--- src/rtl/core/agr_pkg.sv ---
// Shared types and constants for the ADC auto-ranging gain controller.
package agr_pkg;

  localparam int SUM_W = 19;
  localparam int ADDR_W = 4;

  typedef enum logic [1:0] {
    REG_HIGH_LIMIT    = 2'd0,
    REG_LOW_LIMIT     = 2'd1,
    REG_MAX_GAIN_LOG2 = 2'd2,
    REG_SETTLE        = 2'd3
  } agr_reg_t;

  typedef enum logic [1:0] {
    STAT_ADJUST   = 2'd0,
    STAT_OK       = 2'd1,
    STAT_OVERFLOW = 2'd2
  } agr_status_t;

  localparam logic OP_SAMPLE  = 1'b0;
  localparam logic OP_RESTART = 1'b1;

  localparam logic [3:0] CHAN_RESET   = 4'd6;
  localparam logic [3:0] CHAN_INVALID = 4'd15;
  localparam logic [3:0] SETTLE_MAX   = 4'd15;

  localparam logic [14:0] HIGH_LIMIT_RST = 15'd32439;
  localparam logic [14:0] LOW_LIMIT_RST  = 15'd13106;
  localparam logic [2:0]  MAX_GAIN_RST   = 3'd5;
  localparam logic [3:0]  SETTLE_RST    = 4'd2;

  typedef struct packed {
    logic [14:0] high_limit;
    logic [14:0] low_limit;
    logic [2:0]  max_gain_log2;
    logic [3:0]  settle_samples;
  } agr_cfg_t;

endpackage

--- src/rtl/core/agr_cfg.sv ---
// APB-style configuration register file for the auto-ranging gain controller.
module agr_cfg import agr_pkg::*; (
  input  logic              clk,
  input  logic              rst_n,
  input  logic              psel,
  input  logic              penable,
  input  logic              pwrite,
  input  logic [ADDR_W-1:0] paddr,
  input  logic [31:0]       pwdata,
  output logic [31:0]       prdata,
  output logic              pready,
  output agr_cfg_t          cfg
);

  agr_cfg_t cfg_r;
  agr_reg_t reg_sel;
  logic     wr_en;

  assign pready  = 1'b1;
  assign reg_sel = agr_reg_t'(paddr[3:2]);
  assign wr_en   = psel && penable && pwrite;
  assign cfg     = cfg_r;

  always_ff @(posedge clk) begin
    if (!rst_n) begin
      cfg_r.high_limit     <= HIGH_LIMIT_RST;
      cfg_r.low_limit      <= LOW_LIMIT_RST;
      cfg_r.max_gain_log2  <= MAX_GAIN_RST;
      cfg_r.settle_samples <= SETTLE_RST;
    end else if (wr_en) begin
      case (reg_sel)
        REG_HIGH_LIMIT:    cfg_r.high_limit     <= pwdata[14:0];
        REG_LOW_LIMIT:     cfg_r.low_limit      <= pwdata[14:0];
        REG_MAX_GAIN_LOG2: cfg_r.max_gain_log2  <= pwdata[2:0];
        REG_SETTLE:        cfg_r.settle_samples <= pwdata[3:0];
        default: ;
      endcase
    end
  end

  always_comb begin
    case (reg_sel)
      REG_HIGH_LIMIT:    prdata = {17'd0, cfg_r.high_limit};
      REG_LOW_LIMIT:     prdata = {17'd0, cfg_r.low_limit};
      REG_MAX_GAIN_LOG2: prdata = {29'd0, cfg_r.max_gain_log2};
      REG_SETTLE:        prdata = {28'd0, cfg_r.settle_samples};
      default:           prdata = 32'd0;
    endcase
  end

endmodule

--- src/rtl/core/adc_auto_gain_ranging_top.sv ---
// Top level of the ADC auto-ranging gain controller with moving-sum range checks.
// Each request is captured in an input register and its result is written to the
// output register once that register can take it, which out_ready can hold off.
// One request is accepted every cycle; the only stall comes from out_ready.
// Synchronous active-low reset restores the register defaults, clears the window,
// selects channel 6 at gain one and starts in the settling phase.
module adc_auto_gain_ranging_top import agr_pkg::*; #(
  parameter int WINDOW = 3
) (
  input  logic                    clk,
  input  logic                    rst_n,
  input  logic                    in_valid,
  output logic                    in_ready,
  input  logic                    in_opcode,
  input  logic signed [15:0]      in_sample,
  input  logic [3:0]              in_channel,
  output logic                    out_valid,
  input  logic                    out_ready,
  output logic [2:0]              out_gain_log2,
  output logic                    out_gain_changed,
  output logic [3:0]              out_mux_code,
  output logic                    out_mux_changed,
  output logic [1:0]              out_range_status,
  output logic signed [SUM_W-1:0] out_window_sum,
  input  logic                    psel,
  input  logic                    penable,
  input  logic                    pwrite,
  input  logic [ADDR_W-1:0]       paddr,
  input  logic [31:0]             pwdata,
  output logic [31:0]             prdata,
  output logic                    pready
);

  localparam int PtrW = (WINDOW > 1) ? $clog2(WINDOW) : 1;
  localparam logic [PtrW-1:0]  PtrLast  = PtrW'(WINDOW - 1);
  localparam logic [SUM_W-1:0] WindowSz = SUM_W'(WINDOW);

  agr_cfg_t cfg;

  agr_cfg u_cfg (
    .clk     (clk),
    .rst_n   (rst_n),
    .psel    (psel),
    .penable (penable),
    .pwrite  (pwrite),
    .paddr   (paddr),
    .pwdata  (pwdata),
    .prdata  (prdata),
    .pready  (pready),
    .cfg     (cfg)
  );

  logic               s1_valid_r;
  logic               s1_opcode_r;
  logic signed [15:0] s1_sample_r;
  logic [3:0]         s1_channel_r;
  logic               advance;
  logic               fire;

  logic signed [15:0]      win_r [WINDOW];
  logic [PtrW-1:0]         ptr_r, ptr_nxt;
  logic signed [SUM_W-1:0] sum_r, sum_nxt;
  logic [3:0]              settle_r, settle_nxt;
  logic                    check_r, check_nxt;
  logic [2:0]              gain_r, gain_nxt;
  logic [3:0]              chan_r, chan_nxt;
  agr_status_t             stat_r, stat_nxt;
  logic                    gchg, mchg, clear, wr_win;

  logic [3:0]              settle_inc;
  logic [3:0]              chan_sel;
  logic signed [SUM_W-1:0] sum_upd;
  logic [SUM_W-1:0]        mag;
  logic [SUM_W-1:0]        hi_lim;
  logic [SUM_W-1:0]        lo_lim;

  logic                    out_valid_r;
  logic [2:0]              out_gain_r;
  logic                    out_gchg_r;
  logic [3:0]              out_mux_r;
  logic                    out_mchg_r;
  agr_status_t             out_stat_r;
  logic signed [SUM_W-1:0] out_sum_r;

  assign advance  = !out_valid_r || out_ready;
  assign in_ready = !s1_valid_r || advance;
  assign fire     = s1_valid_r && advance;

  always_ff @(posedge clk) begin
    if (!rst_n) begin
      s1_valid_r <= 1'b0;
    end else if (in_ready) begin
      s1_valid_r <= in_valid;
    end
  end

  always_ff @(posedge clk) begin
    if (in_valid && in_ready) begin
      s1_opcode_r  <= in_opcode;
      s1_sample_r  <= in_sample;
      s1_channel_r <= in_channel;
    end
  end

  assign settle_inc = (settle_r < SETTLE_MAX) ? settle_r + 4'd1 : settle_r;
  assign chan_sel   = (s1_channel_r == CHAN_INVALID) ? 4'd0 : s1_channel_r;
  assign sum_upd    = sum_r - SUM_W'(win_r[ptr_r]) + SUM_W'(s1_sample_r);
  assign mag        = sum_upd[SUM_W-1] ? SUM_W'(-sum_upd) : SUM_W'(sum_upd);
  assign hi_lim     = SUM_W'(WindowSz * {4'd0, cfg.high_limit});
  assign lo_lim     = SUM_W'(WindowSz * {4'd0, cfg.low_limit});

  always_comb begin
    ptr_nxt    = ptr_r;
    sum_nxt    = sum_r;
    settle_nxt = settle_r;
    check_nxt  = check_r;
    gain_nxt   = gain_r;
    chan_nxt   = chan_r;
    stat_nxt   = stat_r;
    gchg       = 1'b0;
    mchg       = 1'b0;
    clear      = 1'b0;
    wr_win     = 1'b0;
    if (s1_opcode_r == OP_RESTART) begin
      if (chan_sel != chan_r) begin
        chan_nxt = chan_sel;
        mchg     = 1'b1;
      end
      check_nxt  = 1'b0;
      settle_nxt = 4'd0;
      stat_nxt   = STAT_ADJUST;
      clear      = 1'b1;
    end else begin
      wr_win     = 1'b1;
      sum_nxt    = sum_upd;
      ptr_nxt    = (ptr_r == PtrLast) ? '0 : ptr_r + PtrW'(1);
      settle_nxt = settle_inc;
      if (!check_r) begin
        if (settle_inc >= cfg.settle_samples) begin
          check_nxt = 1'b1;
          stat_nxt  = STAT_ADJUST;
        end
      end else begin
        if (mag > hi_lim) begin
          if (gain_r != 3'd0) begin
            gain_nxt = gain_r - 3'd1;
            gchg     = 1'b1;
          end else begin
            stat_nxt = STAT_OVERFLOW;
          end
        end else if (mag < lo_lim) begin
          if (gain_r < cfg.max_gain_log2) begin
            gain_nxt = gain_r + 3'd1;
            gchg     = 1'b1;
          end else begin
            stat_nxt = STAT_OK;
          end
        end else begin
          stat_nxt = STAT_OK;
        end
        if (gchg) begin
          check_nxt  = 1'b0;
          settle_nxt = 4'd0;
          clear      = 1'b1;
        end
      end
    end
    if (clear) begin
      ptr_nxt = '0;
      sum_nxt = '0;
    end
  end

  always_ff @(posedge clk) begin
    if (!rst_n) begin
      for (int i = 0; i < WINDOW; i++) begin
        win_r[i] <= '0;
      end
      ptr_r    <= '0;
      sum_r    <= '0;
      settle_r <= 4'd0;
      check_r  <= 1'b0;
      gain_r   <= 3'd0;
      chan_r   <= CHAN_RESET;
      stat_r   <= STAT_ADJUST;
    end else if (fire) begin
      if (clear) begin
        for (int i = 0; i < WINDOW; i++) begin
          win_r[i] <= '0;
        end
      end else if (wr_win) begin
        win_r[ptr_r] <= s1_sample_r;
      end
      ptr_r    <= ptr_nxt;
      sum_r    <= sum_nxt;
      settle_r <= settle_nxt;
      check_r  <= check_nxt;
      gain_r   <= gain_nxt;
      chan_r   <= chan_nxt;
      stat_r   <= stat_nxt;
    end
  end

  always_ff @(posedge clk) begin
    if (!rst_n) begin
      out_valid_r <= 1'b0;
    end else if (advance) begin
      out_valid_r <= s1_valid_r;
    end
  end

  always_ff @(posedge clk) begin
    if (fire) begin
      out_gain_r <= gain_nxt;
      out_gchg_r <= gchg;
      out_mux_r  <= chan_nxt;
      out_mchg_r <= mchg;
      out_stat_r <= stat_nxt;
      out_sum_r  <= sum_nxt;
    end
  end

  assign out_valid        = out_valid_r;
  assign out_gain_log2    = out_gain_r;
  assign out_gain_changed = out_gchg_r;
  assign out_mux_code     = out_mux_r;
  assign out_mux_changed  = out_mchg_r;
  assign out_range_status = out_stat_r;
  assign out_window_sum   = out_sum_r;

endmodule

--- config.mk ---
export PLATFORM = sky130hd
export DESIGN_NAME = adc_auto_gain_ranging_top
export DESIGN_NICKNAME = d
export VERILOG_FILES = /design/src/rtl/core/agr_pkg.sv /design/src/rtl/core/agr_cfg.sv /design/src/rtl/core/adc_auto_gain_ranging_top.sv
export SDC_FILE = /design/constraint.sdc
export NUM_CORES = 1
export LEC_CHECK = 0
export BUFFER_PORTS_ARGS = -buffer_cell sky130_fd_sc_hd__buf_2
export CAP_MARGIN = 20
export CORE_MARGIN = 4
export CORE_UTILIZATION = 65
export DETAILED_ROUTE_END_ITERATION = 16
export GPL_TIMING_DRIVEN = 0
export MAX_ROUTING_LAYER = met4
export PLACE_DENSITY = 0.87
export SLEW_MARGIN = 20
export SYNTH_ARGS = -nofsm -noshare
export SYNTH_HDL_FRONTEND = slang
export SYNTH_SLANG_ARGS = --single-unit
--- constraint.sdc ---
create_clock -name clk -period 14.6 [get_ports clk]
set_input_delay 2.92 -clock clk [delete_from_list [all_inputs] [get_ports clk]]
set_output_delay 2.92 -clock clk [all_outputs]
set_load 0.01 [all_outputs]
==> flow_metrics.py, run 1 <==
metrics = {
    "outcome": {
        "status": "finished clean",
    },
    "clocking": {
        "htree_levels": 4,
        "cts_tree": "built",
        "cts.sinks": 191,
        "cts-resized-gates": 0,
        "clk_pin_slew_worst_paths_ps": 80,
        "root_buffer": "clkbuf_16",
        "clock_latency_ps": 450,
        "cts_max_path_buffers": 2,
        "numCtsBuffers": 17,
        "postCtsSetupRepairBufs": 0,
        "holdBufCountCts": 0,
    },
    "sta": {
        "post-route-min-period_ps": 9710,
        "min_period_over_period_pct": 66.5,
        "finClkSkew_ps": 10.3,
        "finalSetupViolations": 0,
        "drv_slew": 0,
        "fmax_ghz": 0.103,
        "hold_viol_final": 0,
        "hold_ws_ps": 470,
        "tightest_slew_ps": 987,
        "grt_setup_unrepaired": "no",
        "slew_headroom_pct": 33.7,
        "finalSetupTns_ps": 0,
    },
    "setup_path": {
        "max_stage_delay_ps": 750,
        "cp.arrival_ps": 9930,
        "cp_slowest_cell": "buf_1",
        "regToRegSetupSlack_ps": 4890,
        "cp-end-kind": "flop",
        "critPathKind": "flop to flop",
        "cp_max_fo": 10,
        "startpoint_type": "flop",
        "required_ps": 14820,
    },
    "power": {
        "ir_drop_mv": 0.106,
        "leakagePower_nw": 5.74,
        "power_mw": 2.10,
        "power_density_nw_per_um2": 152,
    },
    "drt": {
        "wirelength_mm": 32.1,
        "antenna_left": 0,
        "post_drt_wl_per_cell_um": 19.9,
        "drt_pass1_iterations": 6,
        "drc": 0,
        "drt-initial-drc-count": 903,
        "dr_total_vias": 10169,
        "vias_per_cell": 6.31,
    },
    "final_layout": {
        "layout.nets": 1540,
        "diodes": 0,
        "fillerInstances": 1219,
        "synthToLayoutAreaGrowth_pct": 12.2,
        "drive_gt1_share_pct": 15.9,
    },
    "synth": {
        "yosys.cell_types.count": 80,
        "ys_ff_latch": 191,
        "synth-seq-area-share_pct": 40.4,
        "synth_edf_count": 115,
        "async_flop_share_pct": 0,
        "synthesis.area_um2": 12300,
        "avgSynthCellArea_um2": 9.97,
        "synth_warnings": 0,
        "synthCells": 1234,
        "synthFlopType": "edfxtp_1",
    },
    "floorplan": {
        "start_util_pct": 66.0,
        "rows": 50,
        "die_x_um": 146,
        "die_area_um2": 21200,
        "core_um2": 18600,
        "die_y_um": 146,
        "pin_count": 129,
    },
    "placement": {
        "place_congestion": 0.967,
        "hpwl_mm": 23.6,
        "numPortBuffers": 90,
    },
    "grt": {
        "grt_overflow": 0,
        "grt_pass1_vias": 10073,
        "grt_max_degree": 22,
        "grt_pass1_wl_mm": 51.7,
        "grt_use_total_pct": 31.4,
        "grt_antenna_before_repair": 0,
    },
    "run": {
        "maxCapViolCount": 0,
    },
    "hold_path": {
        "min_path_type": "flop to flop",
    },
}
[layout make-up]
cell class              instances  area (µm²)  share of cell area (%)
clock inverters                15         174                    1.26
multi-input cells             877        6620                    47.9
well taps                     234         293                    2.12
inverters                     112         420                    3.04
flip-flops and latches        191        4970                    36.0
repair buffers                 95         527                    3.82
clock buffers                  17         425                    3.08
plain buffers                  70         374                    2.71
[where the power goes]
group	leakage (nW)	internal (mW)	switching [mW]
clock network	0.296	0.245	0.234
logic	3.69	0.374	0.629
registers	1.75	0.607	0.0155
[through the flow]
step	cells	worst slack (ps)	area [µm²]	util, %
final	1611	4890	13800	74.1
after global routing	1611	4190	13800	74.1
after CTS	1611	5010	13800	74.1
after detailed placement	1579	5210	13200	70.8
after global placement	1574	4650	13100	70.3
after floorplan	1250	6490	12400	-
[cells in the final DEF (no fill, tap or decap), drive strengths merged, types with 20 or more instances in the layout]
master    n
nor2     78
o21ai    41
nand3    46
clkbuf   50
nor3     70
xnor2    37
buf     132
edfxtp  115
fa       20
dfxtp    76
a21oi    58
a21o     22
nand2   130
inv     118
mux2i    20
ha       92
[critical path: cells and delay by family (launching register included)]
| kind | cells | cell delay [ps] |
|---|---|---|
| AND/OR/NAND/NOR | 3 | 590 |
| XOR/XNOR | 1 | 210 |
| adder cells (fa/ha/maj) | 3 | 1170 |
| multiplexers | 1 | 630 |
| AO/OA/AOI/OAI | 14 | 3960 |
| flip-flops | 1 | 310 |
| buffers and inverters | 7 | 2620 |
[kinds of logic after synthesis]
group           share of synthesized area, %
compound gates                          15.5
xor+xnor                                4.11
fa+ha+maj                               12.6
buf+inv                                 6.45
flops                                   40.4
mux                                     5.29
other cells                           0.0610
simple gates                            15.6
[state kept, by name (all words and copies together) (netlist names), named ones only]
register and flops:
s1_opcode_r 1, s1_channel_r 4, s1_valid_r 1, out_window_sum 19
out_range_status 2, win_r 64, s1_sample_r 16, out_mux_changed 1
out_mux_code 4, out_gain_changed 1, out_gain_log2 3, chan_r 4
settle_r 4, sum_r 19, gain_r 3, out_valid 1
check_r 1, ptr_r 2, u_cfg.cfg 37, stat_r 2
[cells in the mapped netlist, drive strengths merged, types with 7 or more instances]
| library cell | instances | area, µm² |
|---|---|---|
| nand2 | 130 | 488 |
| edfxtp | 115 | 3450 |
| inv | 111 | 417 |
| ha | 92 | 1150 |
| nor2 | 78 | 293 |
| dfxtp | 76 | 1520 |
| nor3 | 70 | 407 |
| a21oi | 58 | 302 |
| nand3 | 46 | 230 |
| o21ai | 41 | 205 |
| buf | 37 | 248 |
| xnor2 | 37 | 332 |
| clkbuf | 33 | 125 |
| a21o | 22 | 165 |
| fa | 20 | 400 |
| mux2i | 20 | 200 |
| mux4 | 19 | 428 |
| xor2 | 19 | 174 |
| o32ai | 18 | 195 |
| a211oi | 13 | 103 |
| nand2b | 13 | 81.3 |
| o211ai | 13 | 103 |
| o31ai | 12 | 104 |
| nand4 | 10 | 62.6 |
| o21bai | 10 | 78.8 |
| and3 | 9 | 56.3 |
| o21a | 9 | 67.6 |
| a31oi | 8 | 50.1 |
| and2 | 8 | 50.1 |
| nor2b | 8 | 50.1 |
| nor4 | 8 | 65.1 |
| or3 | 8 | 50.1 |
| a211o | 7 | 61.3 |
| a32o | 7 | 70.1 |
[layer usage]
| metal | up-vias | track usage (%) | wire [µm] |
|---|---|---|---|
| met3 | 109 | 5.33 | 2480 |
| met2 | 558 | 52.6 | 16000 |
| li1 | 4712 | - | - |
| met4 | 0 | 13.9 | 1330 |
| met5 | - | - | 0 |
| met1 | 4790 | 37.5 | 12200 |
[final timing paths]
| kind | from | depth (start not counted) | endpoint |
|---|---|---|---|
| max | flop | 29 | win_r[1][14]$_SDFFCE_PN0P_ |
| min | sum_r[3]$_SDFFE_PN0P_ | 1 | sum_r[3]$_SDFFE_PN0P_ |
| max reg2reg | flop | 29 | win_r[1][14]$_SDFFCE_PN0P_ |
| min reg2reg | sum_r[3]$_SDFFE_PN0P_ | 1 | sum_r[3]$_SDFFE_PN0P_ |
Note: power is estimated with default switching activity, not from simulation.
==> run 2: changes to the inputs <==
--- a/config.mk
+++ b/config.mk
@@ -8,11 +8,11 @@
 export BUFFER_PORTS_ARGS = -buffer_cell sky130_fd_sc_hd__buf_2
 export CAP_MARGIN = 20
 export CORE_MARGIN = 4
-export CORE_UTILIZATION = 65
+export CORE_UTILIZATION = 54
 export DETAILED_ROUTE_END_ITERATION = 16
 export GPL_TIMING_DRIVEN = 0
 export MAX_ROUTING_LAYER = met4
-export PLACE_DENSITY = 0.87
+export PLACE_DENSITY = 0.77
 export SLEW_MARGIN = 20
 export SYNTH_ARGS = -nofsm -noshare
 export SYNTH_HDL_FRONTEND = slang
==> constraint.sdc (replaced) <==
create_clock -name clk -period 8.4 [get_ports clk]
set_input_delay 1.68 -clock clk [delete_from_list [all_inputs] [get_ports clk]]
set_output_delay 1.68 -clock clk [all_outputs]
set_load 0.01 [all_outputs]
==> run 2 against run 1 <==
  * Routed wire length down 4.2%
  * Worst hold slack got worse by 3.7 ps
  * Sequential power grew 74%
  * Cell count increased by 3.0%
  * Register-to-register slack lost 4400 ps
  * Count of clock-buffer cells in the layout is 1 higher
  * Cell area increased by 0.82%
  * Critical endpoint is now win_r[3][13]$_DFFE_PP_
  * Largest cell class unchanged
  * Largest power group unchanged
==> flow_metrics.py, run 2 (synthesis results as in run 1) <==
metrics = {
    "sta": {
        "hold_ws_ps": 467,
        "slew_headroom_pct": 32.9,
        "fmax_ghz": 0.127,
        "finalSetupViolations": 0,
        "hold_viol_final": 0,
        "finClkSkew_ps": 12.7,
        "min_period_over_period_pct": 94.0,
        "tightest_slew_ps": 1010,
        "finalSetupTns_ps": 0,
        "post-route-min-period_ps": 7900,
        "drv_slew": 0,
    },
    "clocking": {
        "numCtsBuffers": 17,
        "cts_tree": "built",
        "root_buffer": "clkbuf_16",
        "cts_max_path_buffers": 2,
        "clk_pin_slew_worst_paths_ps": 70,
        "htree_levels": 4,
        "cts.sinks": 191,
        "clock_latency_ps": 440,
    },
    "grt": {
        "grt_max_degree": 24,
        "grt_pass1_vias": 9399,
        "grt_antenna_before_repair": 0,
        "grt_use_total_pct": 24.6,
        "grt_pass1_wl_mm": 49.2,
        "grt_overflow": 0,
    },
    "floorplan": {
        "pin_count": 129,
        "rows": 54,
        "die_area_um2": 25300,
        "start_util_pct": 55.7,
        "die_x_um": 159,
        "core_um2": 22100,
        "die_y_um": 159,
    },
    "drt": {
        "vias_per_cell": 5.90,
        "drt-initial-drc-count": 673,
        "dr_total_vias": 9794,
        "wirelength_mm": 30.7,
        "drc": 0,
        "drt_pass1_iterations": 5,
        "antenna_left": 0,
        "post_drt_wl_per_cell_um": 18.5,
    },
    "setup_path": {
        "cp_max_fo": 13,
        "cp_slowest_cell": "mux4_2",
        "cp.arrival_ps": 8040,
        "required_ps": 8540,
        "max_stage_delay_ps": 580,
        "critPathKind": "flop to flop",
        "cp-end-kind": "flop",
        "startpoint_type": "flop",
    },
    "final_layout": {
        "finalInstanceArea_um2": 13900,
        "top_register": "win_r",
        "diodes": 0,
        "fillerInstances": 1762,
        "drive_gt1_share_pct": 16.7,
        "multi_input_area_um2": 6670,
        "final_cell_mix": "nand2_1, edfxtp_1, inv_1, buf_2, ha_1",
        "layout.nets": 1542,
        "utilization_pct": 63.0,
        "largest_reg_flops": 64,
        "layout_commonest_cell": "nand2_1",
        "synthToLayoutAreaGrowth_pct": 13.1,
        "regArea_um2": 4980,
    },
    "placement": {
        "post_dp_cell_area_um2": 13300,
        "hpwl_mm": 23.3,
        "place_congestion": 0.926,
        "numPortBuffers": 90,
    },
    "power": {
        "ir_drop_mv": 0.193,
        "leakagePower_nw": 5.76,
        "power_mw": 3.70,
        "power_density_nw_per_um2": 266,
    },
    "hold_path": {
        "min_path_type": "flop to flop",
    },
    "outcome": {
        "status": "finished clean",
    },
    "run": {
        "maxCapViolCount": 0,
    },
}
## run 2: metrics by stage
step,worst slack [ps],std cells
floorplan,292,1250
global placement,-1690,1620
detailed placement,-1000,1625
CTS,75.7,1656
global route,-5.41,1659
finish,504,1659
## run 2: path summary, 6_finish.rpt
kind                             to                    from  cells past startpoint  slack, ps
max          win_r[3][13]$_DFFE_PP_                    flop                     30        500
min          stat_r[0]$_SDFFE_PN0P_  stat_r[0]$_SDFFE_PN0P_                      2        470
max reg2reg  win_r[3][13]$_DFFE_PP_                    flop                     30        500
min reg2reg  stat_r[0]$_SDFFE_PN0P_  stat_r[0]$_SDFFE_PN0P_                      2        470
## run 2: routing by layer
metal / part of all wire [%] / wire (µm) / global-route usage [%] / vias to the layer above
li1: - / - / - / 4713
met1: 42 / 12900 / 31.7 / 4643
met2: 48 / 14900 / 40.7 / 378
met3: 6.9 / 2110 / 4.04 / 60
met4: 2.7 / 838 / 7.02 / 0
met5: 0 / 0 / - / -
## run 2: cell type report
cell class	instances	share of cell area, %
clock buffers	18	3.08
plain buffers	68	2.69
inverters	112	3.02
repair buffers	99	4.00
clock inverters	14	1.01
flip-flops and latches	191	35.7
multi-input cells	877	47.9
well taps	280	2.52
## run 2: critical path, delay by kind of cell, from the launching register on
| kind | cells | cell delay, ps |
|---|---|---|
| adders and majority gates | 3 | 1130 |
| and+or+nand+nor | 8 | 1620 |
| muxes | 1 | 580 |
| xor gates and xnor gates | 1 | 190 |
| DFF | 1 | 470 |
| buffers and inverters | 8 | 1680 |
| AOI/OAI and AO/OA | 9 | 1910 |
## run 2: power by group
part | internal [mW] | switching [mW] | total (mW)
Clock | 0.397 | 0.403 | 0.800
Combinational | 0.696 | 1.12 | 1.82
Sequential | 1.05 | 0.0255 | 1.08
## run 2: what timing repair did
item,4_1_cts,5_1_grt
pin swaps,0,2
gates resized for setup,11,8
hold buffers,0,0
buffers inserted,0,4
setup endpoints to repair,164,138
cloned,0,0
